[src/sv/hta_pkg.sv]
`timescale 1ns / 1ps
`default_nettype none
// ----------------------------------------------------------------------------
// hta_pkg: shared types and constants of the handle table allocator
// Command and status codes, FSM states, port widths and the row geometry of
// the usage map.
// ----------------------------------------------------------------------------
package hta_pkg;

  // Default table geometry
  localparam int unsigned HTA_ENTRIES   = 64;
  localparam int unsigned HTA_ITEM_BITS = 32;

  // Fixed port widths
  localparam int unsigned HANDLE_W = 6;
  localparam int unsigned ITEM_W   = 32;
  localparam int unsigned CMD_W    = 2;
  localparam int unsigned STATUS_W = 2;

  // Widest row of the usage map
  localparam int unsigned MAX_ROW_BITS = 64;

  typedef enum logic [CMD_W-1:0] {
    CMD_ALLOC   = 2'd0,
    CMD_RELEASE = 2'd1,
    CMD_LOOKUP  = 2'd2,
    CMD_NOP     = 2'd3
  } hta_cmd_e;

  typedef enum logic [STATUS_W-1:0] {
    STAT_OK        = 2'd0,
    STAT_FULL      = 2'd1,
    STAT_NOT_ALLOC = 2'd2
  } hta_status_e;

  typedef enum logic {
    ST_IDLE = 1'b0,
    ST_EXEC = 1'b1
  } hta_state_e;

  // Bits per usage-map row: a power of two, at most MAX_ROW_BITS
  function automatic int unsigned row_bits(input int unsigned entries);
    int unsigned r;
    r = 2 ** $clog2(entries);
    return (r < MAX_ROW_BITS) ? r : MAX_ROW_BITS;
  endfunction

  // Number of usage-map rows; the row width is a power of two, so shift
  function automatic int unsigned row_count(input int unsigned entries);
    int unsigned rb;
    rb = row_bits(entries);
    return (entries + rb - 1) >> $clog2(rb);
  endfunction

  // Width of a row address (at least one bit)
  function automatic int unsigned row_addr_w(input int unsigned entries);
    int unsigned rc;
    rc = row_count(entries);
    return (rc > 1) ? $clog2(rc) : 1;
  endfunction

endpackage
`default_nettype wire

[src/sv/hta_item_mem.sv]
`timescale 1ns / 1ps
`default_nettype none
// ----------------------------------------------------------------------------
// hta_item_mem: item word storage
// One synchronous RAM of ENTRIES words, one write and one read port, read
// data registered. Contents are undefined until written.
// ----------------------------------------------------------------------------
module hta_item_mem #(
  parameter int unsigned ENTRIES   = hta_pkg::HTA_ENTRIES,
  parameter int unsigned ITEM_BITS = hta_pkg::HTA_ITEM_BITS
) (
  input  wire logic                       clk_i,
  input  wire logic                       rd_en_i,
  input  wire logic [$clog2(ENTRIES)-1:0] rd_addr_i,
  output logic      [ITEM_BITS-1:0]       rd_data_o,
  input  wire logic                       wr_en_i,
  input  wire logic [$clog2(ENTRIES)-1:0] wr_addr_i,
  input  wire logic [ITEM_BITS-1:0]       wr_data_i
);

  logic [ITEM_BITS-1:0] mem [ENTRIES];

  // Write port
  always_ff @(posedge clk_i) begin
    if (wr_en_i) begin
      mem[wr_addr_i] <= wr_data_i;
    end
  end

  // Registered read port
  always_ff @(posedge clk_i) begin
    if (rd_en_i) begin
      rd_data_o <= mem[rd_addr_i];
    end
  end

endmodule
`default_nettype wire

[src/sv/hta_map_mem.sv]
`timescale 1ns / 1ps
`default_nettype none
// ----------------------------------------------------------------------------
// hta_map_mem: usage map of the handle table
// The in-use bits live in a row-wide synchronous RAM. Per-row valid flags
// (cleared at reset) make a never-written row read as all free, and per-row
// full flags point at the lowest row that still holds a free slot. Slots
// beyond ENTRIES read as in use.
// ----------------------------------------------------------------------------
module hta_map_mem #(
  parameter int unsigned ENTRIES = hta_pkg::HTA_ENTRIES
) (
  input  wire logic                                          clk_i,
  input  wire logic                                          rst_ni,
  input  wire logic                                          rd_en_i,
  input  wire logic [hta_pkg::row_addr_w(ENTRIES)-1:0]       rd_row_i,
  output logic      [hta_pkg::row_bits(ENTRIES)-1:0]         rd_data_o,
  input  wire logic                                          wr_en_i,
  input  wire logic [hta_pkg::row_addr_w(ENTRIES)-1:0]       wr_row_i,
  input  wire logic [hta_pkg::row_bits(ENTRIES)-1:0]         wr_data_i,
  output logic      [hta_pkg::row_addr_w(ENTRIES)-1:0]       free_row_o,
  output logic                                               any_free_o
);

  localparam int unsigned ROW_BITS = hta_pkg::row_bits(ENTRIES);
  localparam int unsigned ROWS     = hta_pkg::row_count(ENTRIES);
  localparam int unsigned ROW_W    = hta_pkg::row_addr_w(ENTRIES);

  logic [ROW_BITS-1:0] mem [ROWS];
  logic [ROWS-1:0]     row_valid_q;
  logic [ROWS-1:0]     row_full_q;
  logic [ROW_BITS-1:0] rd_raw_q;
  logic                rd_valid_q;
  logic [ROW_W-1:0]    rd_row_q;

  // Slots of a row that lie beyond the table
  function automatic logic [ROW_BITS-1:0] pad_mask(input logic [ROW_W-1:0] r);
    logic [ROW_BITS-1:0] m;
    m = '0;
    for (int unsigned c = 0; c < ROW_BITS; c++) begin
      m[c] = ((32'(r) * ROW_BITS + c) >= ENTRIES);
    end
    return m;
  endfunction

  // Row write
  always_ff @(posedge clk_i) begin
    if (wr_en_i) begin
      mem[wr_row_i] <= wr_data_i;
    end
  end

  // Registered row read
  always_ff @(posedge clk_i) begin
    if (rd_en_i) begin
      rd_raw_q <= mem[rd_row_i];
      rd_row_q <= rd_row_i;
    end
  end

  // Row valid and full flags, cleared at reset
  always_ff @(posedge clk_i or negedge rst_ni) begin
    if (!rst_ni) begin
      row_valid_q <= '0;
      row_full_q  <= '0;
      rd_valid_q  <= 1'b0;
    end else begin
      if (rd_en_i) begin
        rd_valid_q <= row_valid_q[rd_row_i];
      end
      if (wr_en_i) begin
        row_valid_q[wr_row_i] <= 1'b1;
        row_full_q[wr_row_i]  <= &(wr_data_i | pad_mask(wr_row_i));
      end
    end
  end

  // Unwritten rows read as free; padding reads as used
  assign rd_data_o = (rd_valid_q ? rd_raw_q : '0) | pad_mask(rd_row_q);

  // Lowest row with a free slot
  always_comb begin
    free_row_o = '0;
    any_free_o = 1'b0;
    for (int i = ROWS - 1; i >= 0; i--) begin
      if (!row_full_q[i]) begin
        free_row_o = ROW_W'(i);
        any_free_o = 1'b1;
      end
    end
  end

endmodule
`default_nettype wire

[src/sv/handle_table_allocator_unit.sv]
`timescale 1ns / 1ps
`default_nettype none
// ----------------------------------------------------------------------------
// handle_table_allocator_unit: lowest-free handle table
// Allocate stores an item under the lowest unused handle, release returns
// the item and frees the handle, lookup returns the item.
//
//   Channel  Signals                               Direction
//   in       in_valid_i / in_ready_o, command_i,   into block
//            handle_i, item_value_i
//   out      out_valid_o / out_ready_i,            out of block
//            result_handle_o, result_item_o, status_o
//
// Each command is handled in ST_IDLE and ST_EXEC: accept plus issue of the map-row and
// item reads in ST_IDLE, then ST_EXEC on the registered read data, which forms the result
// and writes the modified row (and the item on allocate) back.
// Reset clears the row valid and full flags at once; no clearing pass.
// A result waits in the output register; the next command is taken in the
// cycle that result leaves. One command is in flight at a time.
// ----------------------------------------------------------------------------
module handle_table_allocator_unit #(
  parameter int unsigned ENTRIES   = hta_pkg::HTA_ENTRIES,
  parameter int unsigned ITEM_BITS = hta_pkg::HTA_ITEM_BITS
) (
  input  wire logic                          clk_i,
  input  wire logic                          rst_ni,
  input  wire logic                          in_valid_i,
  output logic                               in_ready_o,
  input  wire logic [hta_pkg::CMD_W-1:0]     command_i,
  input  wire logic [hta_pkg::HANDLE_W-1:0]  handle_i,
  input  wire logic [hta_pkg::ITEM_W-1:0]    item_value_i,
  output logic                               out_valid_o,
  input  wire logic                          out_ready_i,
  output logic      [hta_pkg::HANDLE_W-1:0]  result_handle_o,
  output logic      [hta_pkg::ITEM_W-1:0]    result_item_o,
  output logic      [hta_pkg::STATUS_W-1:0]  status_o
);

  localparam int unsigned IDX_W    = $clog2(ENTRIES);
  localparam int unsigned ROW_BITS = hta_pkg::row_bits(ENTRIES);
  localparam int unsigned COL_W    = $clog2(ROW_BITS);
  localparam int unsigned ROW_W    = hta_pkg::row_addr_w(ENTRIES);

  hta_pkg::hta_state_e state_q, state_d;

  // Command registers
  hta_pkg::hta_cmd_e           cmd_q;
  logic [hta_pkg::HANDLE_W-1:0] handle_q;
  logic [IDX_W-1:0]            hidx_q;
  logic                        in_range_q;
  logic [ITEM_BITS-1:0]        item_q;
  logic [ROW_W-1:0]            alloc_row_q;
  logic                        any_free_q;

  // Output registers
  logic                         out_valid_q, out_valid_d;
  logic [hta_pkg::HANDLE_W-1:0] res_handle_q, res_handle_d;
  logic [hta_pkg::ITEM_W-1:0]   res_item_q, res_item_d;
  hta_pkg::hta_status_e         res_stat_q, res_stat_d;

  // Memory hookup
  logic                 in_fire;
  logic                 in_range;
  logic [IDX_W-1:0]     in_idx;
  logic                 map_rd_en;
  logic [ROW_W-1:0]     map_rd_row;
  logic [ROW_BITS-1:0]  map_rd_data;
  logic                 map_wr_en;
  logic [ROW_W-1:0]     map_wr_row;
  logic [ROW_BITS-1:0]  map_wr_data;
  logic [ROW_W-1:0]     free_row;
  logic                 any_free;
  logic                 item_rd_en;
  logic [ITEM_BITS-1:0] item_rd_data;
  logic                 item_wr_en;
  logic [IDX_W-1:0]     item_wr_addr;

  // Execute-stage decode
  logic [COL_W-1:0]     free_col;
  logic [COL_W-1:0]     h_col;
  logic [ROW_BITS-1:0]  free_bit;
  logic [ROW_BITS-1:0]  h_bit;
  logic                 h_used;
  logic [IDX_W-1:0]     alloc_idx;

  assign in_ready_o = (state_q == hta_pkg::ST_IDLE) && (!out_valid_q || out_ready_i);
  assign in_fire    = in_valid_i && in_ready_o;
  assign in_range   = (32'(handle_i) < ENTRIES);
  assign in_idx     = IDX_W'(handle_i);

  // Issue reads on accept
  assign map_rd_en  = in_fire;
  assign map_rd_row = (command_i == hta_pkg::CMD_ALLOC) ? free_row
                                                        : ROW_W'(in_idx >> COL_W);
  assign item_rd_en = in_fire && in_range &&
                      ((command_i == hta_pkg::CMD_RELEASE) ||
                       (command_i == hta_pkg::CMD_LOOKUP));

  hta_map_mem #(
    .ENTRIES (ENTRIES)
  ) u_map (
    .clk_i      (clk_i),
    .rst_ni     (rst_ni),
    .rd_en_i    (map_rd_en),
    .rd_row_i   (map_rd_row),
    .rd_data_o  (map_rd_data),
    .wr_en_i    (map_wr_en),
    .wr_row_i   (map_wr_row),
    .wr_data_i  (map_wr_data),
    .free_row_o (free_row),
    .any_free_o (any_free)
  );

  hta_item_mem #(
    .ENTRIES   (ENTRIES),
    .ITEM_BITS (ITEM_BITS)
  ) u_items (
    .clk_i     (clk_i),
    .rd_en_i   (item_rd_en),
    .rd_addr_i (in_idx),
    .rd_data_o (item_rd_data),
    .wr_en_i   (item_wr_en),
    .wr_addr_i (item_wr_addr),
    .wr_data_i (item_q)
  );

  // Find the lowest free slot of the fetched row
  always_comb begin
    free_col = '0;
    for (int i = ROW_BITS - 1; i >= 0; i--) begin
      if (!map_rd_data[i]) begin
        free_col = COL_W'(i);
      end
    end
  end

  assign h_col     = hidx_q[COL_W-1:0];
  assign free_bit  = ROW_BITS'(1) << free_col;
  assign h_bit     = ROW_BITS'(1) << h_col;
  assign h_used    = in_range_q && map_rd_data[h_col];
  assign alloc_idx = IDX_W'({alloc_row_q, free_col});

  // Next state
  always_comb begin
    state_d = state_q;
    case (state_q)
      hta_pkg::ST_IDLE: begin
        if (in_fire) begin
          state_d = hta_pkg::ST_EXEC;
        end
      end
      hta_pkg::ST_EXEC: begin
        state_d = hta_pkg::ST_IDLE;
      end
      default: begin
        state_d = hta_pkg::ST_IDLE;
      end
    endcase
  end

  // Execute: form the result and write back
  always_comb begin
    map_wr_en    = 1'b0;
    map_wr_row   = alloc_row_q;
    map_wr_data  = map_rd_data;
    item_wr_en   = 1'b0;
    item_wr_addr = alloc_idx;
    res_handle_d = res_handle_q;
    res_item_d   = res_item_q;
    res_stat_d   = res_stat_q;
    out_valid_d  = out_valid_q && !out_ready_i;
    case (state_q)
      hta_pkg::ST_EXEC: begin
        out_valid_d  = 1'b1;
        res_handle_d = handle_q;
        res_item_d   = '0;
        res_stat_d   = hta_pkg::STAT_OK;
        case (cmd_q)
          hta_pkg::CMD_ALLOC: begin
            if (any_free_q) begin
              map_wr_en    = 1'b1;
              map_wr_data  = map_rd_data | free_bit;
              item_wr_en   = 1'b1;
              res_handle_d = hta_pkg::HANDLE_W'(alloc_idx);
            end else begin
              res_handle_d = '0;
              res_stat_d   = hta_pkg::STAT_FULL;
            end
          end
          hta_pkg::CMD_RELEASE, hta_pkg::CMD_LOOKUP: begin
            if (h_used) begin
              res_item_d = hta_pkg::ITEM_W'(item_rd_data);
              if (cmd_q == hta_pkg::CMD_RELEASE) begin
                map_wr_en   = 1'b1;
                map_wr_row  = ROW_W'(hidx_q >> COL_W);
                map_wr_data = map_rd_data & ~h_bit;
              end
            end else begin
              res_stat_d = hta_pkg::STAT_NOT_ALLOC;
            end
          end
          default: begin
            res_stat_d = hta_pkg::STAT_OK;
          end
        endcase
      end
      default: begin
      end
    endcase
  end

  // Control registers
  always_ff @(posedge clk_i or negedge rst_ni) begin
    if (!rst_ni) begin
      state_q     <= hta_pkg::ST_IDLE;
      out_valid_q <= 1'b0;
    end else begin
      state_q     <= state_d;
      out_valid_q <= out_valid_d;
    end
  end

  // Capture the command transaction
  always_ff @(posedge clk_i) begin
    if (in_fire) begin
      cmd_q       <= hta_pkg::hta_cmd_e'(command_i);
      handle_q    <= handle_i;
      hidx_q      <= in_idx;
      in_range_q  <= in_range;
      item_q      <= ITEM_BITS'(item_value_i);
      alloc_row_q <= free_row;
      any_free_q  <= any_free;
    end
  end

  // Hold the result until taken
  always_ff @(posedge clk_i) begin
    res_handle_q <= res_handle_d;
    res_item_q   <= res_item_d;
    res_stat_q   <= res_stat_d;
  end

  assign out_valid_o     = out_valid_q;
  assign result_handle_o = res_handle_q;
  assign result_item_o   = res_item_q;
  assign status_o        = res_stat_q;

endmodule
`default_nettype wire
[config.mk]
export PLATFORM = sky130hd
export DESIGN_NAME = handle_table_allocator_unit
export DESIGN_NICKNAME = d
export VERILOG_FILES = /design/src/sv/hta_pkg.sv /design/src/sv/hta_item_mem.sv /design/src/sv/hta_map_mem.sv /design/src/sv/handle_table_allocator_unit.sv
export SDC_FILE = /design/constraint.sdc
export NUM_CORES = 2
export LEC_CHECK = 0
export ABC_AREA = 1
export BUFFER_PORTS_ARGS = -buffer_cell sky130_fd_sc_hd__buf_2
export CORE_MARGIN = 2
export CORE_UTILIZATION = 30
export CTS_BUF_LIST = sky130_fd_sc_hd__clkbuf_8 sky130_fd_sc_hd__clkbuf_16
export DETAILED_ROUTE_END_ITERATION = 6
export HOLD_SLACK_MARGIN = 0.12
export SLEW_MARGIN = 20
export SYNTH_ARGS = -nofsm -noshare
export SYNTH_HDL_FRONTEND = slang
export SYNTH_HIERARCHICAL = 1
export SYNTH_SLANG_ARGS = --single-unit
[constraint.sdc]
create_clock -name clk_i -period 8 [get_ports clk_i]
set_input_delay 0.4 -clock clk_i [delete_from_list [all_inputs] [get_ports clk_i]]
set_output_delay 0.4 -clock clk_i [all_outputs]
set_load 0.05 [all_outputs]
After elaboration in Yosys (flattened, before gate mapping)
Memory sizes are Yosys's and may differ from the RTL's. A register that Yosys moved wholly into a read port is not among the register bits.
Cells that the tools add are included.
{ "classes": {"addsub": 0, "mul": 0, "div": 0, "magnitude_cmp": 1, "eq_ne": 4, "n_shift": 2, "n_mux": 92, "bitwise_logic": 4, "reduce_logical": 12} }
{ "ops": {"columns": ["cell", "count"], "rows": [
  ["$mux 6", 66],
  ["$mux 64", 5],
  ["$pmux 64 s2", 1],
  ["$shl 1x6->64 const A", 2],
  ["$and 64x64->64", 1],
  ["$not 64->64", 1],
  ["$or 64x64->64", 1],
  ["$reduce_and 64->1", 1],
  ["$mux 1", 15],
  ["$lt 6x7->1 const B", 1],
  ["$bmux 1 s6", 1],
  ["$eq 2x1->1 const B", 2],
  ["$eq 2x2->1 const B", 2],
  ["$logic_and 1x1->1", 4],
  ["$pmux 1 s2", 2],
  ["$pmux 2 s2", 1],
  ["$logic_not 1->1", 2],
  ["$logic_not 2->1", 1],
  ["$logic_or 1x1->1", 2],
  ["$mux 2", 1],
  ["$reduce_and 2->1", 1],
  ["$reduce_or 2->1", 1],
  ["$not 1->1", 1]
]} }
{ "totals": {"ff_bits": 86, "latchBits": 0, "ramBits": 2112, "mem_bits_ro": 0, "input_bits": 44, "output_inout_bits": 42, "elab_cells": 129, "n_memories": 2} }
{ "memory_table": {"columns": ["name", "words", "word_bits", "rd", "rd_ports_with_merged_regs", "wr", "line_no", "rtl"], "rows": [
  ["u_items.mem", 64, 32, 1, 1, 1, "hta_item_mem.sv:21", "logic [ITEM_BITS-1:0] mem [ENTRIES];"],
  ["u_map.mem", 1, 64, 1, 1, 1, "hta_map_mem.sv:29", "logic [ROW_BITS-1:0] mem [ROWS];"]
]} }

Depth between registers and ports, before layout
{ "depth": {"word_depth": 71, "mapped_depth": 80, "mapped_depth_nobuf": 78} }

By module
Netlist, hierarchy kept.
{ "by_module_without_submodules": {"columns": ["module", "instances", "cells_per_inst", "area_each_um2", "seq_area_each_um2"], "rows": [
  ["hta_item_mem", 1, 6786, 83069.7, 62459.9],
  ["handle_table_allocator_unit", 1, 934, 6383.6, 2512.4],
  ["hta_map_mem", 1, 324, 4747.1, 3948.8]
]} }

Worst setup path before layout
No wires, ideal clock.
{ "synth_timing": {"path_kind": "reg2reg", "from": "reg state_q", "to": "reg u_map.rd_valid_q", "setup_ns": 0.088, "arrival_ns": 7.313, "required_ns": 7.912, "path_slack_ns": 0.600, "stages_incl_launch_ff": 5, "n_path_buf": 0, "period_less_slack_ns": 7.400, "path_cell_list": "dfrtp_1 -> a21oi_1 -> inv_1 -> nor2_1 -> mux2_2"} }
{ "synth_via": {"elab_chain_cells": 3} }
{ "synth_rtl": {"columns": ["element", "line_no", "rtl"], "rows": [
  ["from (decl)", "handle_table_allocator_unit.sv:44", "hta_pkg::hta_state_e state_q, state_d;"],
  ["from (signal assigned)", "handle_table_allocator_unit.sv:215", "state_q <= hta_pkg::ST_IDLE;"],
  ["from (signal assigned)", "handle_table_allocator_unit.sv:218", "state_q <= state_d;"],
  ["$not 1->1", null, null],
  ["$logic_and 1x1->1", "handle_table_allocator_unit.sv:86", "assign in_ready_o = (state_q == hta_pkg::ST_IDLE) && (!out_valid_q || out_ready_i);"],
  ["via in_ready_o", "handle_table_allocator_unit.sv:28", "output logic in_ready_o,"],
  ["$logic_and 1x1->1", "handle_table_allocator_unit.sv:87", "assign in_fire = in_valid_i && in_ready_o;"],
  ["via in_fire", "handle_table_allocator_unit.sv:62", "logic in_fire;"],
  ["to (signal assigned)", "hta_map_mem.sv:69", "rd_valid_q <= row_valid_q[rd_row_i];"],
  ["to (decl)", "hta_map_mem.sv:33", "logic rd_valid_q;"]
]} }
The timed path passes the listed nets, and every way through them passes these cells.
A chain may end at the register's enable or synchronous reset.

==> results.ini <==
[yosys]
synthesis.nets = 8092
yosysWarnings = 6
synth_top_flop_cell = edfxtp_1
synth_area_per_cell_sq_um = 11.7
netlist_instances = 8044
synthArstFlopShare = 0.00218
yosysSeqAreaShare = 0.732
syn-cell-area_sq_um = 94200
synth_seq_cells = 2296
synth_edf_count = 2291
ys_types = 47

[clocking]
cts_tree = built
h-tree-depth = 4
cts_hold_buf = 47
root_buffer = clkbuf_16
postCtsSetupBuffers = 0
cts-resized-gates = 0
clkTransAtPathRegs_ns = 0.06
cts-buffers-inserted = 234
clk_latency_ns = 0.94
cts.sinks = 2296
clockBufferDepth = 4

[worst_setup_path]
timing.rr.end = u_items/mem[9][25]
crit_top_cell = nand2_1
reg2reg_slack_ns = 1.37
worst_ep_required_time_ns = 8.56
crit_path_max_fanout = 13
start_kind = register
worst_path_max_delay_cell = edfxtp_1
end_kind = register
r2r_cells = 73
critical_path_class = register to register
cp.arrival_ns = 7.19
cpPeakStageDelay_ns = 0.38
reg2reg_from = u_map/rd_row_q

[sta]
period_needed_ns = 6.63
final_max_slew_viol_count = 0
rsz0062_at_grt = false
hold_viol = 0
fin_crit_sh = 0.829
fin_hold_ws_ns = 0.186
tightest_slew_ns = 1.10
maxSlewHeadroom = 0.269
setup_tns_ns = 0
fmax_ghz = 0.151
finClkSkew_ns = 0.100
setup_violations = 0

[floorplan]
die_y_um = 564
die-area_sq_um = 319000
start_util = 0.302
die_w_um = 564
coreArea_sq_um = 312000
ioPinCount = 86
rows = 205

[power]
power.density_nw_per_um2 = 248
p_leak_nw = 37.7
ir_drop_mv = 0.254
total_power_mw = 26.8

[placed_design]
hpwl_um = 176000
gp_congestion = 0.919
io_buffers = 85

[global_routing]
grt_max_degree = 208
grt_use_met3 = 0.0374
overflow = 0
busiest_layer = met2
use_met2 = 0.278
grt_pass1_vias = 60100
track_usage = 0.180
use_met1 = 0.253
grt_pass1_wl_um = 423000
antenna_found_initial = 16

[cells_and_area]
final_cell_mix = nand2_1 (2,644), edfxtp_1 (2,291), nand3_1 (1,962), clkbuf_16 (237), nor2_1 (148)
fill_cells = 30400
final_common_cell = nand2_1
drive_gt1_frac = 0.0880
layout.nets = 8152
area_growth_pct = 15.1

[hold_path]
min_from = item_value_i[7]
whs_endpoint = item_q[7]
min_path_cells = 2
hold_class = primary input to register

[run]
cap_violations = 0

[detailed_routing]
routed_wl_um = 294000
drt.antenna.violating_nets = 0
drc = 0
post_drt_via_cell_ratio = 5.14
wl_per_cell_um = 23.7
vias = 63900
first_pass_iters = 6
first_iter_violations = 8556

[status]
status = completed

-- registers in the layout, indices dropped and copies added (netlist names), 2 cells and up --
register	count
result_handle_o	6
result_item_o	32
u_map/rd_raw_q	64
u_items/mem	2048
h_col	6
status_o	2
item_q	32
cmd_q	2
u_map/mem	64
u_items/rd_data_o	32
-- cell usage after synthesis, types with 9 or more instances --
library cell	number	area [sq um]
nor4_1	9	56.3
edfxtp_1	2291	68800
nor3_1	59	295
nand4_1	20	125
nand3_1	1963	9820
a31oi_1	12	75.1
o21ai_0	67	335
inv_1	114	428
nor2_1	216	811
clkbuf_1	119	447
nand2_1	2644	9920
a21oi_1	20	100
o21ai_1	10	50.1
buf_1	64	240
buf_4	56	420
a221oi_1	10	87.6
buf_2	269	1350
o22ai_1	29	181
-- per-layer routing --
layer  up-vias  part of all wire
met5         -           0.00013
met4         6             0.029
met3       407              0.10
met2      3180              0.45
met1     31600              0.42
li1      28600                 -
-- layout make-up --
class / instances / area, sq um / area share
Inverter: 123 / 499 / 0.00461
Clock inverter: 188 / 1620 / 0.0149
Multi-Input combinational cell: 5109 / 22800 / 0.210
Timing Repair Buffer: 340 / 3440 / 0.0317
Clock buffer: 237 / 5930 / 0.0547
Antenna cell: 2 / 5.00 / 0.0000462
Tap cell: 4140 / 5180 / 0.0478
Sequential cell: 2296 / 68900 / 0.636
-- stage by stage --
| stage | util | area, sq um | cells | setup slack, ns |
|---|---|---|---|---|
| global placement | 0.321 | 100000 | 12000 | 1.06 |
| global route | 0.347 | 108000 | 12400 | 0.757 |
| CTS | 0.347 | 108000 | 12400 | 1.47 |
| detailed placement | 0.321 | 100000 | 12000 | 1.56 |
| floorplan | - | 94200 | 8044 | 0.600 |
| finish | 0.347 | 108000 | 12400 | 1.37 |
-- where the power goes --
| group | switching, mW | leakage [nW] | internal, mW |
|---|---|---|---|
| Combinational | 1.94 | 13.2 | 0.520 |
| Clock | 4.69 | 3.83 | 6.17 |
| Sequential | 0.0661 | 20.7 | 13.4 |
-- worst max-delay path by stage --
stage | startpoint | end | slack [ns] | cells past startpoint
after detailed placement | u_map/rd_row_q | u_items/mem[7][25] | 1.56 | 73
final | u_map/rd_row_q | u_items/mem[9][25] | 1.37 | 73
after global routing | u_map/rd_row_q | u_items/mem[27][5] | 0.76 | 73
after global placement | u_map/rd_valid_q | u_items/mem[7][12] | 1.06 | 73
after floorplan | state_q | u_map/rd_valid_q | 0.60 | 4
after CTS | u_map/rd_row_q | u_items/mem[7][27] | 1.47 | 73
-- worst max-delay path: cells and delay by family, from the launching register on --
family | cells | cell delay [ns]
and+or+nand+nor | 67 | 4.54
buffers and inverters | 6 | 1.30
DFF | 1 | 0.38
-- cell families (layout without fill, tap and decap cells) --
logic type	count (synthesis)	in the layout	share of synthesized area
simple gates	4926	4926	0.224
flops	2296	2296	0.732
buf+inv	639	888	0.0319
compound gates	177	177	0.0112
fa+ha+maj	4	4	0.000531
other cells	1	3	0.0000398
mux	1	1	0.000120
Note: power is estimated with default switching activity, not from simulation.
